<file path="config.mk">
export PLATFORM = sky130hd
export DESIGN_NAME = vector_normalize_l2_top_flat
export DESIGN_NICKNAME = d
export VERILOG_FILES = /design/src/hw/rtl/vnl_pkg.sv /design/src/hw/rtl/vnl_if.sv /design/src/hw/rtl/vnl_csub.sv /design/src/hw/rtl/vector_normalize_l2_top.sv /design/src/flat_wrapper.sv
export SDC_FILE = /design/constraint.sdc
export NUM_CORES = 2
export LEC_CHECK = 0
export BUFFER_PORTS_ARGS = -buffer_cell sky130_fd_sc_hd__buf_2
export CORE_MARGIN = 3
export CORE_UTILIZATION = 40
export DETAILED_ROUTE_END_ITERATION = 10
export PLACE_DENSITY_LB_ADDON = 0.1
export SLEW_MARGIN = 10
export SYNTH_ARGS = -nofsm -noshare
export SYNTH_HDL_FRONTEND = slang
export SYNTH_SLANG_ARGS = --single-unit
</file>
<file path="constraint.sdc">
create_clock -name clk -period 7.84 [get_ports clk]
set_clock_uncertainty 0.2 [all_clocks]
set_input_delay 0.784 -clock clk [delete_from_list [all_inputs] [get_ports clk]]
set_output_delay 0.784 -clock clk [all_outputs]
set_load 0.005 [all_outputs]
</file>
<file path="src/hw/rtl/vnl_pkg.sv">
// ----------------------------------------------------------------------------
// vnl_pkg: shared types and constants for the L2 vector normalizer
// Field widths, arithmetic widths and the compare-subtract result type.
// ----------------------------------------------------------------------------
package vnl_pkg;

    // Payload widths.
    localparam int ELEM_W = 16;

    // Sum of squares: up to 64 elements of magnitude 2^15 each.
    localparam int SUM_W  = 37;
    // Floor root of a SUM_W-bit value.
    localparam int ROOT_W = 19;
    // Operand width of the shared compare-subtract unit.
    localparam int CSUB_W = SUM_W + 1;
    // Quotient bits of one normalized element.
    localparam int QUO_W  = 15;
    // Largest quotient magnitude, 1.0 in Q1.14.
    localparam logic [QUO_W-1:0] UNIT_MAX = 15'd16384;

    // Result of one compare-subtract step.
    typedef struct packed {
        logic              ge;
        logic [CSUB_W-1:0] diff;
    } csub_res_t;

endpackage

</file>
<file path="src/hw/rtl/vnl_if.sv">
// ----------------------------------------------------------------------------
// vnl_if: valid/ready channels of the L2 vector normalizer
// One interface for the element stream and one for the result stream.
// ----------------------------------------------------------------------------
interface vnl_in_if;
    logic                              valid;
    logic                              ready;
    logic signed [vnl_pkg::ELEM_W-1:0] element_value;
    logic                              last_in;

    modport source (output valid, output element_value, output last_in, input ready);
    modport sink (input valid, input element_value, input last_in, output ready);
endinterface

interface vnl_out_if;
    logic                              valid;
    logic                              ready;
    logic signed [vnl_pkg::ELEM_W-1:0] unit_element;
    logic                              last_out;
    logic                              zero_norm;
    logic                              dropped;

    modport source (
        output valid, output unit_element, output last_out,
        output zero_norm, output dropped, input ready
    );
    modport sink (
        input valid, input unit_element, input last_out,
        input zero_norm, input dropped, output ready
    );
endinterface

</file>
<file path="src/hw/rtl/vnl_csub.sv">
// ----------------------------------------------------------------------------
// vnl_csub: compare-subtract step
// Compares a partial remainder with a trial value and forms the difference.
// Shared by the square-root digit recurrence and the restoring divider.
// ----------------------------------------------------------------------------
module vnl_csub (
    input  logic [vnl_pkg::CSUB_W-1:0] a,
    input  logic [vnl_pkg::CSUB_W-1:0] b,
    output vnl_pkg::csub_res_t         res
);

    logic [vnl_pkg::CSUB_W:0] wide_diff;

    // The borrow out of the subtraction is the inverse of a >= b.
    assign wide_diff = {1'b0, a} - {1'b0, b};
    assign res.ge    = ~wide_diff[vnl_pkg::CSUB_W];
    assign res.diff  = wide_diff[vnl_pkg::CSUB_W-1:0];

endmodule

</file>
<file path="src/hw/rtl/vector_normalize_l2_top.sv">
// ----------------------------------------------------------------------------
// vector_normalize_l2_top: L2 normalization of a streamed vector
// Stores up to MAX_DIM Q3.12 elements, takes the floor root of their sum of
// squares and emits each element divided by that norm as Q1.14.
// ----------------------------------------------------------------------------
//
//  Channel      Direction  Payload                                      Transaction
//  element_ch   sink       element_value, last_in                       one element
//  result_ch    source     unit_element, last_out, zero_norm, dropped   one result
//
// Elements before the last are accepted back to back. The last element starts a
// square root, one bit pair per cycle through the compare-subtract unit.
// Each result then passes store read, load, 15 division steps and output,
// or skips the division steps when the norm is zero; the same unit divides.
// Input is not ready from the last element until the last result is taken;
// a stalled result holds the sequencer. Reset clears the control state only.
//
module vector_normalize_l2_top #(
    parameter int MAX_DIM = 64
) (
    input  logic            clk,
    input  logic            rst_n,
    vnl_in_if.sink          element_ch,
    vnl_out_if.source       result_ch
);

    localparam int CNT_W = $clog2(MAX_DIM + 1);
    localparam int IDX_W = (MAX_DIM > 1) ? $clog2(MAX_DIM) : 1;
    localparam int STEP_W = $clog2(vnl_pkg::QUO_W);

    typedef enum logic [5:0] {
        S_COLLECT = 6'b000001,
        S_SQRT    = 6'b000010,
        S_READ    = 6'b000100,
        S_LOAD    = 6'b001000,
        S_DIV     = 6'b010000,
        S_OUT     = 6'b100000
    } state_t;

    state_t                          state_reg, state_next;
    logic [CNT_W-1:0]                cnt_reg, cnt_next;
    logic [CNT_W-1:0]                idx_reg, idx_next;
    logic [vnl_pkg::SUM_W-1:0]       sum_reg, sum_next;
    logic                            ovf_reg, ovf_next;
    logic                            drop_reg, drop_next;
    logic                            zero_reg, zero_next;
    logic                            valid_reg, valid_next;

    logic [vnl_pkg::SUM_W-1:0]       rem_reg, rem_next;
    logic [vnl_pkg::SUM_W-1:0]       root_reg, root_next;
    logic [vnl_pkg::SUM_W-1:0]       bit_reg, bit_next;
    logic [vnl_pkg::ROOT_W-1:0]      norm_reg, norm_next;
    logic [vnl_pkg::QUO_W-1:0]       quo_reg, quo_next;
    logic [STEP_W-1:0]               step_reg, step_next;
    logic                            neg_reg, neg_next;
    logic                            lsb_reg, lsb_next;
    logic signed [vnl_pkg::ELEM_W-1:0] unit_reg, unit_next;

    logic [vnl_pkg::ELEM_W-1:0]      store_mem [MAX_DIM];
    logic [vnl_pkg::ELEM_W-1:0]      rd_data_reg;
    logic                            wr_en;

    logic                            in_fire;
    logic                            out_fire;
    logic                            has_room;
    logic [vnl_pkg::ELEM_W-1:0]      in_mag;
    logic [31:0]                     in_sq;
    logic [vnl_pkg::SUM_W-1:0]       sum_acc;
    logic [vnl_pkg::ELEM_W-1:0]      rd_mag;
    logic [vnl_pkg::SUM_W-1:0]       div_shift;
    logic [vnl_pkg::QUO_W-1:0]       quo_final;
    logic [vnl_pkg::QUO_W-1:0]       quo_clamp;
    logic                            last_result;

    logic [vnl_pkg::CSUB_W-1:0]      cs_a, cs_b;
    vnl_pkg::csub_res_t              cs_res;

    assign in_fire  = element_ch.valid && element_ch.ready;
    assign out_fire = result_ch.valid && result_ch.ready;
    assign has_room = cnt_reg < CNT_W'(MAX_DIM);
    assign wr_en    = in_fire && has_room;

    assign in_mag  = element_ch.element_value[vnl_pkg::ELEM_W-1]
                   ? (~element_ch.element_value + 16'd1) : element_ch.element_value;
    assign in_sq   = 32'(in_mag) * 32'(in_mag);
    assign sum_acc = sum_reg + vnl_pkg::SUM_W'(in_sq);

    assign rd_mag = rd_data_reg[vnl_pkg::ELEM_W-1]
                  ? (~rd_data_reg + 16'd1) : rd_data_reg;

    // The dividend is magnitude << 14; the quotient is below 2^15, so the
    // divider starts from magnitude >> 1 and shifts in bit 0, then zeros.
    assign div_shift = {rem_reg[vnl_pkg::SUM_W-2:0], (step_reg == '0) ? lsb_reg : 1'b0};

    assign quo_final = {quo_reg[vnl_pkg::QUO_W-2:0], cs_res.ge};
    assign quo_clamp = (quo_final > vnl_pkg::UNIT_MAX) ? vnl_pkg::UNIT_MAX : quo_final;

    assign last_result = (idx_reg + CNT_W'(1)) == cnt_reg;

    // Operand selection for the shared compare-subtract unit.
    always_comb
    begin
        cs_a = '0;
        cs_b = '0;
        unique case (state_reg)
            S_SQRT:
            begin
                cs_a = {1'b0, rem_reg};
                cs_b = {1'b0, root_reg} + {1'b0, bit_reg};
            end
            S_DIV:
            begin
                cs_a = {1'b0, div_shift};
                cs_b = vnl_pkg::CSUB_W'(norm_reg);
            end
            default:
            begin
                cs_a = '0;
                cs_b = '0;
            end
        endcase
    end

    vnl_csub u_csub (
        .a   (cs_a),
        .b   (cs_b),
        .res (cs_res)
    );

    always_comb
    begin
        state_next = state_reg;
        cnt_next   = cnt_reg;
        idx_next   = idx_reg;
        sum_next   = sum_reg;
        ovf_next   = ovf_reg;
        drop_next  = drop_reg;
        zero_next  = zero_reg;
        valid_next = valid_reg;
        rem_next   = rem_reg;
        root_next  = root_reg;
        bit_next   = bit_reg;
        norm_next  = norm_reg;
        quo_next   = quo_reg;
        step_next  = step_reg;
        neg_next   = neg_reg;
        lsb_next   = lsb_reg;
        unit_next  = unit_reg;

        unique case (state_reg)
            S_COLLECT:
            begin
                if (in_fire)
                begin
                    if (has_room)
                    begin
                        cnt_next = cnt_reg + CNT_W'(1);
                        sum_next = sum_acc;
                    end
                    else
                    begin
                        ovf_next = 1'b1;
                    end
                    if (element_ch.last_in)
                    begin
                        rem_next   = has_room ? sum_acc : sum_reg;
                        root_next  = '0;
                        bit_next   = vnl_pkg::SUM_W'(1) << (vnl_pkg::SUM_W - 1);
                        drop_next  = ovf_reg || !has_room;
                        ovf_next   = 1'b0;
                        sum_next   = '0;
                        state_next = S_SQRT;
                    end
                end
            end
            S_SQRT:
            begin
                if (cs_res.ge)
                begin
                    rem_next  = cs_res.diff[vnl_pkg::SUM_W-1:0];
                    root_next = (root_reg >> 1) + bit_reg;
                end
                else
                begin
                    root_next = root_reg >> 1;
                end
                bit_next = bit_reg >> 2;
                if (bit_reg[0])
                begin
                    norm_next  = root_next[vnl_pkg::ROOT_W-1:0];
                    zero_next  = (root_next == '0);
                    idx_next   = '0;
                    state_next = S_READ;
                end
            end
            S_READ:
            begin
                state_next = S_LOAD;
            end
            S_LOAD:
            begin
                neg_next  = rd_data_reg[vnl_pkg::ELEM_W-1];
                rem_next  = vnl_pkg::SUM_W'(rd_mag >> 1);
                lsb_next  = rd_mag[0];
                quo_next  = '0;
                step_next = '0;
                if (zero_reg)
                begin
                    unit_next  = '0;
                    valid_next = 1'b1;
                    state_next = S_OUT;
                end
                else
                begin
                    state_next = S_DIV;
                end
            end
            S_DIV:
            begin
                rem_next  = cs_res.ge ? cs_res.diff[vnl_pkg::SUM_W-1:0] : div_shift;
                quo_next  = quo_final;
                step_next = step_reg + STEP_W'(1);
                if (step_reg == STEP_W'(vnl_pkg::QUO_W - 1))
                begin
                    unit_next  = neg_reg ? -$signed({1'b0, quo_clamp})
                                         : $signed({1'b0, quo_clamp});
                    valid_next = 1'b1;
                    state_next = S_OUT;
                end
            end
            S_OUT:
            begin
                if (out_fire)
                begin
                    valid_next = 1'b0;
                    if (last_result)
                    begin
                        cnt_next   = '0;
                        state_next = S_COLLECT;
                    end
                    else
                    begin
                        idx_next   = idx_reg + CNT_W'(1);
                        state_next = S_READ;
                    end
                end
            end
            default:
            begin
                state_next = S_COLLECT;
            end
        endcase
    end

    always_ff @(posedge clk or negedge rst_n)
    begin
        if (!rst_n)
        begin
            state_reg <= S_COLLECT;
            cnt_reg   <= '0;
            idx_reg   <= '0;
            sum_reg   <= '0;
            ovf_reg   <= 1'b0;
            drop_reg  <= 1'b0;
            zero_reg  <= 1'b0;
            valid_reg <= 1'b0;
            bit_reg   <= '0;
            step_reg  <= '0;
        end
        else
        begin
            state_reg <= state_next;
            cnt_reg   <= cnt_next;
            idx_reg   <= idx_next;
            sum_reg   <= sum_next;
            ovf_reg   <= ovf_next;
            drop_reg  <= drop_next;
            zero_reg  <= zero_next;
            valid_reg <= valid_next;
            bit_reg   <= bit_next;
            step_reg  <= step_next;
        end
    end

    always_ff @(posedge clk)
    begin
        rem_reg  <= rem_next;
        root_reg <= root_next;
        norm_reg <= norm_next;
        quo_reg  <= quo_next;
        neg_reg  <= neg_next;
        lsb_reg  <= lsb_next;
        unit_reg <= unit_next;
    end

    // Element store: written while collecting, registered read used once per result.
    always_ff @(posedge clk)
    begin
        if (wr_en)
        begin
            store_mem[cnt_reg[IDX_W-1:0]] <= element_ch.element_value;
        end
        rd_data_reg <= store_mem[idx_reg[IDX_W-1:0]];
    end

    assign element_ch.ready       = (state_reg == S_COLLECT);
    assign result_ch.valid        = valid_reg;
    assign result_ch.unit_element = unit_reg;
    assign result_ch.last_out     = last_result;
    assign result_ch.zero_norm    = zero_reg;
    assign result_ch.dropped      = drop_reg;

`ifndef SYNTHESIS
    a_last_blocks_input: assert property (@(posedge clk) disable iff (!rst_n)
        element_ch.valid && element_ch.ready && element_ch.last_in |=> !element_ch.ready)
        else $error("input still ready after the last element");

    a_emit_within_count: assert property (@(posedge clk) disable iff (!rst_n)
        state_reg == S_OUT |-> idx_reg < cnt_reg)
        else $error("result index beyond stored element count");

    a_count_bounded: assert property (@(posedge clk) disable iff (!rst_n)
        cnt_reg <= CNT_W'(MAX_DIM))
        else $error("element count exceeds store depth");

    a_zero_norm_value: assert property (@(posedge clk) disable iff (!rst_n)
        result_ch.valid && result_ch.zero_norm |-> result_ch.unit_element == '0)
        else $error("nonzero result with zero norm");

    a_unit_range: assert property (@(posedge clk) disable iff (!rst_n)
        result_ch.valid |-> (result_ch.unit_element >= -16'sd16384
                             && result_ch.unit_element <= 16'sd16384))
        else $error("normalized element out of range");
`endif

endmodule
</file>
<file path="src/flat_wrapper.sv">
// flat-port wrapper written by rule: the top's interface ports become plain ports
module vector_normalize_l2_top_flat 
#(
    parameter int MAX_DIM = 64
)
  (clk, rst_n, element_ch_valid, element_ch_element_value, element_ch_last_in, element_ch_ready, result_ch_valid, result_ch_unit_element, result_ch_last_out, result_ch_zero_norm, result_ch_dropped, result_ch_ready);
  vnl_in_if element_ch_i ();
  vnl_out_if result_ch_i ();
  input  logic clk;
  input  logic rst_n;
  input wire logic [$bits(element_ch_i.valid)-1:0] element_ch_valid;
  input wire logic [$bits(element_ch_i.element_value)-1:0] element_ch_element_value;
  input wire logic [$bits(element_ch_i.last_in)-1:0] element_ch_last_in;
  output wire logic [$bits(element_ch_i.ready)-1:0] element_ch_ready;
  output wire logic [$bits(result_ch_i.valid)-1:0] result_ch_valid;
  output wire logic [$bits(result_ch_i.unit_element)-1:0] result_ch_unit_element;
  output wire logic [$bits(result_ch_i.last_out)-1:0] result_ch_last_out;
  output wire logic [$bits(result_ch_i.zero_norm)-1:0] result_ch_zero_norm;
  output wire logic [$bits(result_ch_i.dropped)-1:0] result_ch_dropped;
  input wire logic [$bits(result_ch_i.ready)-1:0] result_ch_ready;
  assign element_ch_i.valid = element_ch_valid;
  assign element_ch_i.element_value = element_ch_element_value;
  assign element_ch_i.last_in = element_ch_last_in;
  assign element_ch_ready = element_ch_i.ready;
  assign result_ch_valid = result_ch_i.valid;
  assign result_ch_unit_element = result_ch_i.unit_element;
  assign result_ch_last_out = result_ch_i.last_out;
  assign result_ch_zero_norm = result_ch_i.zero_norm;
  assign result_ch_dropped = result_ch_i.dropped;
  assign result_ch_i.ready = result_ch_ready;
  vector_normalize_l2_top #(.MAX_DIM(MAX_DIM)) u_core (.clk(clk), .rst_n(rst_n), .element_ch(element_ch_i), .result_ch(result_ch_i));
endmodule
</file>
# After elaboration in Yosys (flattened, before gate mapping)
# Memories as Yosys holds them, arrays and structs flattened. A register that Yosys moved wholly into a read port is not among the register bits.
# Cells that the tools add are included.
[op_classes]
bitwise = 3
div_mod_pow = 0
n_reduce_logical = 24
multipliers = 1
n_mux = 52
shifts = 0
addsub = 10
n_eq_ne = 19
order_cmp = 2
[ops]
columns = ["cell", "count"]
rows = [
  ["37-bit two-way mux", 12],
  ["37-bit case mux with 2 select lines", 3],
  ["37-bit case mux with 4 select lines", 1],
  ["16-bit two-way mux", 5],
  ["38-bit case mux with 2 select lines", 1],
  ["7-bit two-way mux", 7],
  ["37-bit by 38-bit subtractor with 39-bit output", 1],
  ["37-bit by 37-bit adder with 38-bit output", 1],
  ["36-bit by 37-bit adder with 37-bit output", 1],
  ["37-bit by 32-bit adder with 37-bit output", 1],
  ["37-bit zero test", 1],
  ["6-bit two-way mux", 6],
  ["6-bit case mux with 6 select lines", 1],
  ["16-bit by 1-bit adder with 16-bit output, second input constant", 2],
  ["16-bit by 16-bit multiplier with 32-bit output", 1],
  ["16-bit NOT", 2],
  ["16-bit case mux with 2 select lines", 1],
  ["14-bit case mux with 2 select lines", 1],
  ["7-bit case mux with 2 select lines", 2],
  ["15-bit negation with 16-bit output", 1],
  ["15-bit greater-than comparator, second input constant", 1],
  ["15-bit two-way mux", 1],
  ["7-bit by 1-bit adder with 7-bit output, second input constant", 2],
  ["2-bit != test, second input constant", 7],
  ["27 further kinds", 49],
]
[totals]
romBits = 0
register_bits = 227
latchBits = 0
ram_bits = 1024
out_inout_bits = 21
memories = 1
elab_cells = 129
inputBits = 21
[memory_table]
columns = ["name", "words", "width", "read_ports", "rd_ports_with_merged_regs", "wr", "line", "rtl"]
rows = [
  ["u_core.store_mem", 64, 16, 1, 1, 1, "vector_normalize_l2_top.sv:59", "logic [vnl_pkg::ELEM_W-1:0] store_mem [MAX_DIM];"],
]

# Logic depth before layout (Yosys ltp)
[depth]
depth_word = 11
ltp_mapped = 36
ltp_nobuf = 34

# Modules after synthesis
# Synthesis repeated with hierarchy kept, for this count alone.
[hier_totals]
cells_unflattened = 4255
area_unflattened_um2 = 63224.4
[modules_own_cells]
columns = ["mod", "seq_area_each_um2", "instances", "area_per_inst_um2", "cells_each"]
rows = [
  ["vector_normalize_l2_top", 36926.7, 1, 60830.8, 3897],
  ["vnl_csub", 0.0, 1, 2393.5, 358],
]

# Worst setup path after synthesis
# Ideal clock, no wire load.
[synth_timing]
path_kind = "input -> register"
from = "input port element_ch_element_value[0]"
to = "register u_core.rem_reg[32] (netlist bit), data pin"
path_stages = 34
path_buffers = 1
arrival_ps = 8870
required_ps = 7379
setup_slack_ps = -1491
setup_time_ps = 261
cell_sequence = "clkbuf_1 -> inv_1 -> ha_1 -> nand2b_1 -> or4_1 -> or3_1 -> o31a_1 -> or3_1 -> and2_1 -> xnor2_1 -> nor2_1 -> ha_1 -> xor2_1 -> fa_1 -> inv_1 -> fa_1 -> inv_1 -> fa_1 -> fa_1 -> inv_1 -> fa_1 -> inv_1 -> ha_1 -> a21o_1 -> a21o_1 -> a221o_1 -> nand2_1 -> o31ai_1 -> a21oi_1 -> o21ai_0 -> a21o_1 -> a21oi_1 -> xnor2_1 -> a221o_1"
[synth_between]
elab_chain_cells = 9
[synth_lines]
columns = ["element", "line", "rtl"]
rows = [
  ["start: declaration", "flat_wrapper.sv:12", "input wire logic [$bits(element_ch_i.element_value)-1:0] element_ch_element_value;"],
  ["16-bit NOT", "vector_normalize_l2_top.sv:84", "? (~element_ch.element_value + 16'd1) : element_ch.element_value;"],
  ["16-bit by 1-bit adder with 16-bit output", "vector_normalize_l2_top.sv:84", ""],
  ["16-bit two-way mux *", "vector_normalize_l2_top.sv:84", ""],
  ["16-bit by 16-bit multiplier with 32-bit output *", "vector_normalize_l2_top.sv:85", "assign in_sq = 32'(in_mag) * 32'(in_mag);"],
  ["37-bit by 32-bit adder with 37-bit output *", "vector_normalize_l2_top.sv:86", "assign sum_acc = sum_reg + vnl_pkg::SUM_W'(in_sq);"],
  ["37-bit two-way mux *", "vector_normalize_l2_top.sv:166", "rem_next = has_room ? sum_acc : sum_reg;"],
  ["37-bit two-way mux *", "vector_normalize_l2_top.sv:164", "if (element_ch.last_in)"],
  ["37-bit two-way mux *", "vector_normalize_l2_top.sv:153", "if (in_fire)"],
  ["37-bit case mux with 4 select lines *", "vector_normalize_l2_top.sv:150", "unique case (state_reg)"],
  ["via u_core.rem_next (one bit)", "vector_normalize_l2_top.sv:49", "logic [vnl_pkg::SUM_W-1:0] rem_reg, rem_next;"],
  ["end signal: assignment", "vector_normalize_l2_top.sv:287", "rem_reg <= rem_next;"],
  ["end: declaration", "vector_normalize_l2_top.sv:49", ""],
]
# The timed path passes the listed nets; every way through them passes the cells marked *. The select of a mux whose other input is x is not followed.
# A chain may end at the register's enable or synchronous reset.

# Worst setup path after layout
[layout_timing]
from = "input port element_ch_element_value[1]"
to = "register u_core.rem_reg[20] (netlist bit), data pin"
# Same word-level chain as after synthesis.

==> flow_summary.yaml <==
finish:
  area_delta_synth_final_pct: 16.1
  drive_above_1_share_pct: 24.4
  largest_register_ffs: 1024
  num-nets-final: 5017
  fill_cells: 13700
min_path:
  hp-class: "input pin to flip-flop"
  hold_depth: 2
  holdCritStartpoint: "result_ch_ready"
  hold_end: "u_core.result_ch.valid"
detailed_routing:
  drt-vias-per-instance: 5.43
  drtIter0Drc: 3047
  wl_per_cell_um: 25.2
  drtAntennaViolNets: 0
  vias: 36800
  dr.pass1.iters: 6
  drc_errors: 0
  wl_um: 171000
setup_path:
  rr_worst_depth: 27
  r2r-start: "u_core.bit_reg[0]"
  cp.required_ns: 8.12
  slowest_stage: "fa_1"
  end_kind: "flip-flop"
  reg2reg_to: "u_core.result_ch.unit_element[12]"
  critPathLaunchType: "input pin"
  cp_common_cell: "fa_1"
  r2r_slack_ns: 0.61
  crit_arrival_ns: 8.54
  criticalPathCategory: "input pin to flip-flop"
  critPathMaxStageDelay_ns: 0.55
  cp_max_fo: 4
placement:
  port_buffers: 41
  dp_hpwl_um: 112000
  gp_congestion: 0.841
global_route:
  grt_use_total_pct: 21.1
  grt_pass1_wl_um: 254000
  grt_pass1_vias: 38200
  grt_max_degree: 119
  antenna_found_initial: 13
  grt-ovfl-total: 0
cts:
  htree_levels: 4
  cts_made_buffers: 139
  tritoncts: "built"
  clk_pin_slew_ns: 0.06
  clkSinkCount: 1249
  clock_latency_ns: 0.76
  clk_path_buf_depth: 3
  clockRootBuffer: "clkbuf_16"
synthesis:
  synth_warnings: 0
  synth_top_cell_area_share_pct: 54.7
  yosys.area.top_type: "edfxtp_1"
  synth.distinct_cells: 90
  yosys-top-cells-area: "edfxtp_1 (55%), mux4_2 (12%), fa_1 (6.2%)"
  synth_ff_type: "edfxtp_1"
  syn-cell-area_mm2: 0.0631
  synth_seq_cells: 1249
  async_reset_ff_share_pct: 6.73
  synth_edf_count: 1149
  synth_common_cells: "edfxtp_1 (1149), inv_1 (388), mux4_2 (336)"
  synth.avg_cell_area_um2: 14.8
  yosysMostFrequentCell: "edfxtp_1"
  syn-instance-count: 4261
  yosysSeqAreaShare_pct: 58.5
sta:
  rsz0062_at_grt: "true"
  post-route-period-util_pct: 105
  drv_slew: 0
  maxSlewHeadroom_pct: 23.6
  hold_viol: 0
  whs_ns: 0.0691
  max_freq_mhz: 121
  worst_pin_slew_ns: 1.14
  fin_ws_ns: -0.418
  fin_crit_ns: 8.26
  setup_viol: 36
floorplanning:
  fp.dieW_um: 403
  start_util_pct: 40.3
  core_mm2: 0.156
  die_h_um: 403
  row_count: 145
  design.portCount: 42
  die-area_mm2: 0.163
status:
  violations: "negative setup slack"
  status: "finished with violations"
job:
  maxCapViolations: 0
-- worst max-delay path, delay by kind of cell --
family | cells | cell delay (ns)
compound gates | 7 | 1.38
xor+xnor | 2 | 0.31
fa+ha+maj | 8 | 3.36
buf+inv | 6 | 0.54
mux | 1 | 0.28
simple gates | 8 | 1.88
-- what timing repair did --
item | CTS | global route
endpoints found under the setup margin | 41 | 44
buffers inserted | 19 | 8
hold buffers | 1 | 0
endpoints found under the hold margin | 33 | 0
gates resized for setup | 100 | 46
gates cloned | 0 | 0
pin swaps | 61 | 35
-- metal layers --
metal / vias to the layer above / track usage [%] / routed length (µm)
met5: - / 0 / 27
met4: 4 / 6.39 / 5020
met3: 242 / 3.57 / 8400
met2: 829 / 36.0 / 85600
met1: 19000 / 27.7 / 72100
li1: 16700 / - / -
-- stage by stage --
step	setup slack [ns]	TNS (ns)	cell area [µm²]	utilization, %	std cells
2_1_floorplan	-0.918	-23.69	63300	-	4270
4_1_cts	-0.556	-13.18	73000	46.7	6769
5_1_grt	-0.649	-17.47	73300	46.8	6777
3_3_place_gp	-1.51	-53.47	68200	43.6	6507
3_5_place_dp	-1.54	-55.90	68200	43.6	6507
6_report	-0.418	-9.58	73300	46.9	6782
-- cells in the final DEF, fill, tap and decap left out, types with 19 or more instances in the layout --
cell type	count
a211oi_1	24
a21o_1	45
a21oi_1	106
a22o_1	58
a22oi_1	27
a31oi_1	37
and2_1	41
and3_1	20
buf_2	37
buf_4	343
clkbuf_1	38
clkbuf_16	142
clkinv_1	25
dfrtp_1	78
edfxtp_1	1149
fa_1	188
ha_1	176
inv_1	367
inv_2	19
mux2i_1	26
mux4_2	336
nand2_1	294
nand2b_1	20
nand3_1	44
nand4_1	19
nor2_1	196
nor2_2	71
nor3_1	40
o21ai_0	113
o21ai_1	23
o31ai_1	26
or3_1	21
xnor2_1	110
xor2_1	60
-- worst max path at each step --
| stage | startpoint | end | slack, ns | cells past startpoint |
|---|---|---|---|---|
| 6_report | element_ch_element_value[1] | u_core.rem_reg[20] | -0.42 | 32 |
| 5_1_grt | element_ch_element_value[1] | u_core.rem_reg[24] | -0.65 | 33 |
| 4_1_cts | element_ch_element_value[0] | u_core.rem_reg[20] | -0.56 | 34 |
| 3_5_place_dp | element_ch_element_value[0] | u_core.rem_reg[34] | -1.54 | 36 |
| 3_3_place_gp | element_ch_element_value[0] | u_core.rem_reg[32] | -1.51 | 35 |
| 2_1_floorplan | element_ch_element_value[0] | u_core.rem_reg[32] | -0.92 | 34 |
-- kinds of logic after synthesis --
| family | after synthesis | synth area share, % |
|---|---|---|
| xor+xnor | 183 | 2.54 |
| fa+ha+maj | 383 | 9.92 |
| compound gates | 617 | 6.60 |
| other cells | 2 | 0.0119 |
| buf+inv | 589 | 3.53 |
| flops | 1249 | 58.5 |
| mux | 370 | 12.5 |
| simple gates | 868 | 6.32 |
-- layout make-up --
class	count	area, µm²	area share, %
Tap cell	2058	2570	3.51
Multi-Input combinational cell	2432	24800	33.9
Inverter	391	1490	2.04
Clock inverter	55	515	0.703
Timing Repair Buffer	400	3080	4.20
Clock buffer	190	3830	5.23
Antenna cell	7	17.5	0.0239
Sequential cell	1249	36900	50.4
Power is left out: the tool's default activity adds up to more than one toggle a clock period on the data nets, which glitch-free logic cannot reach.
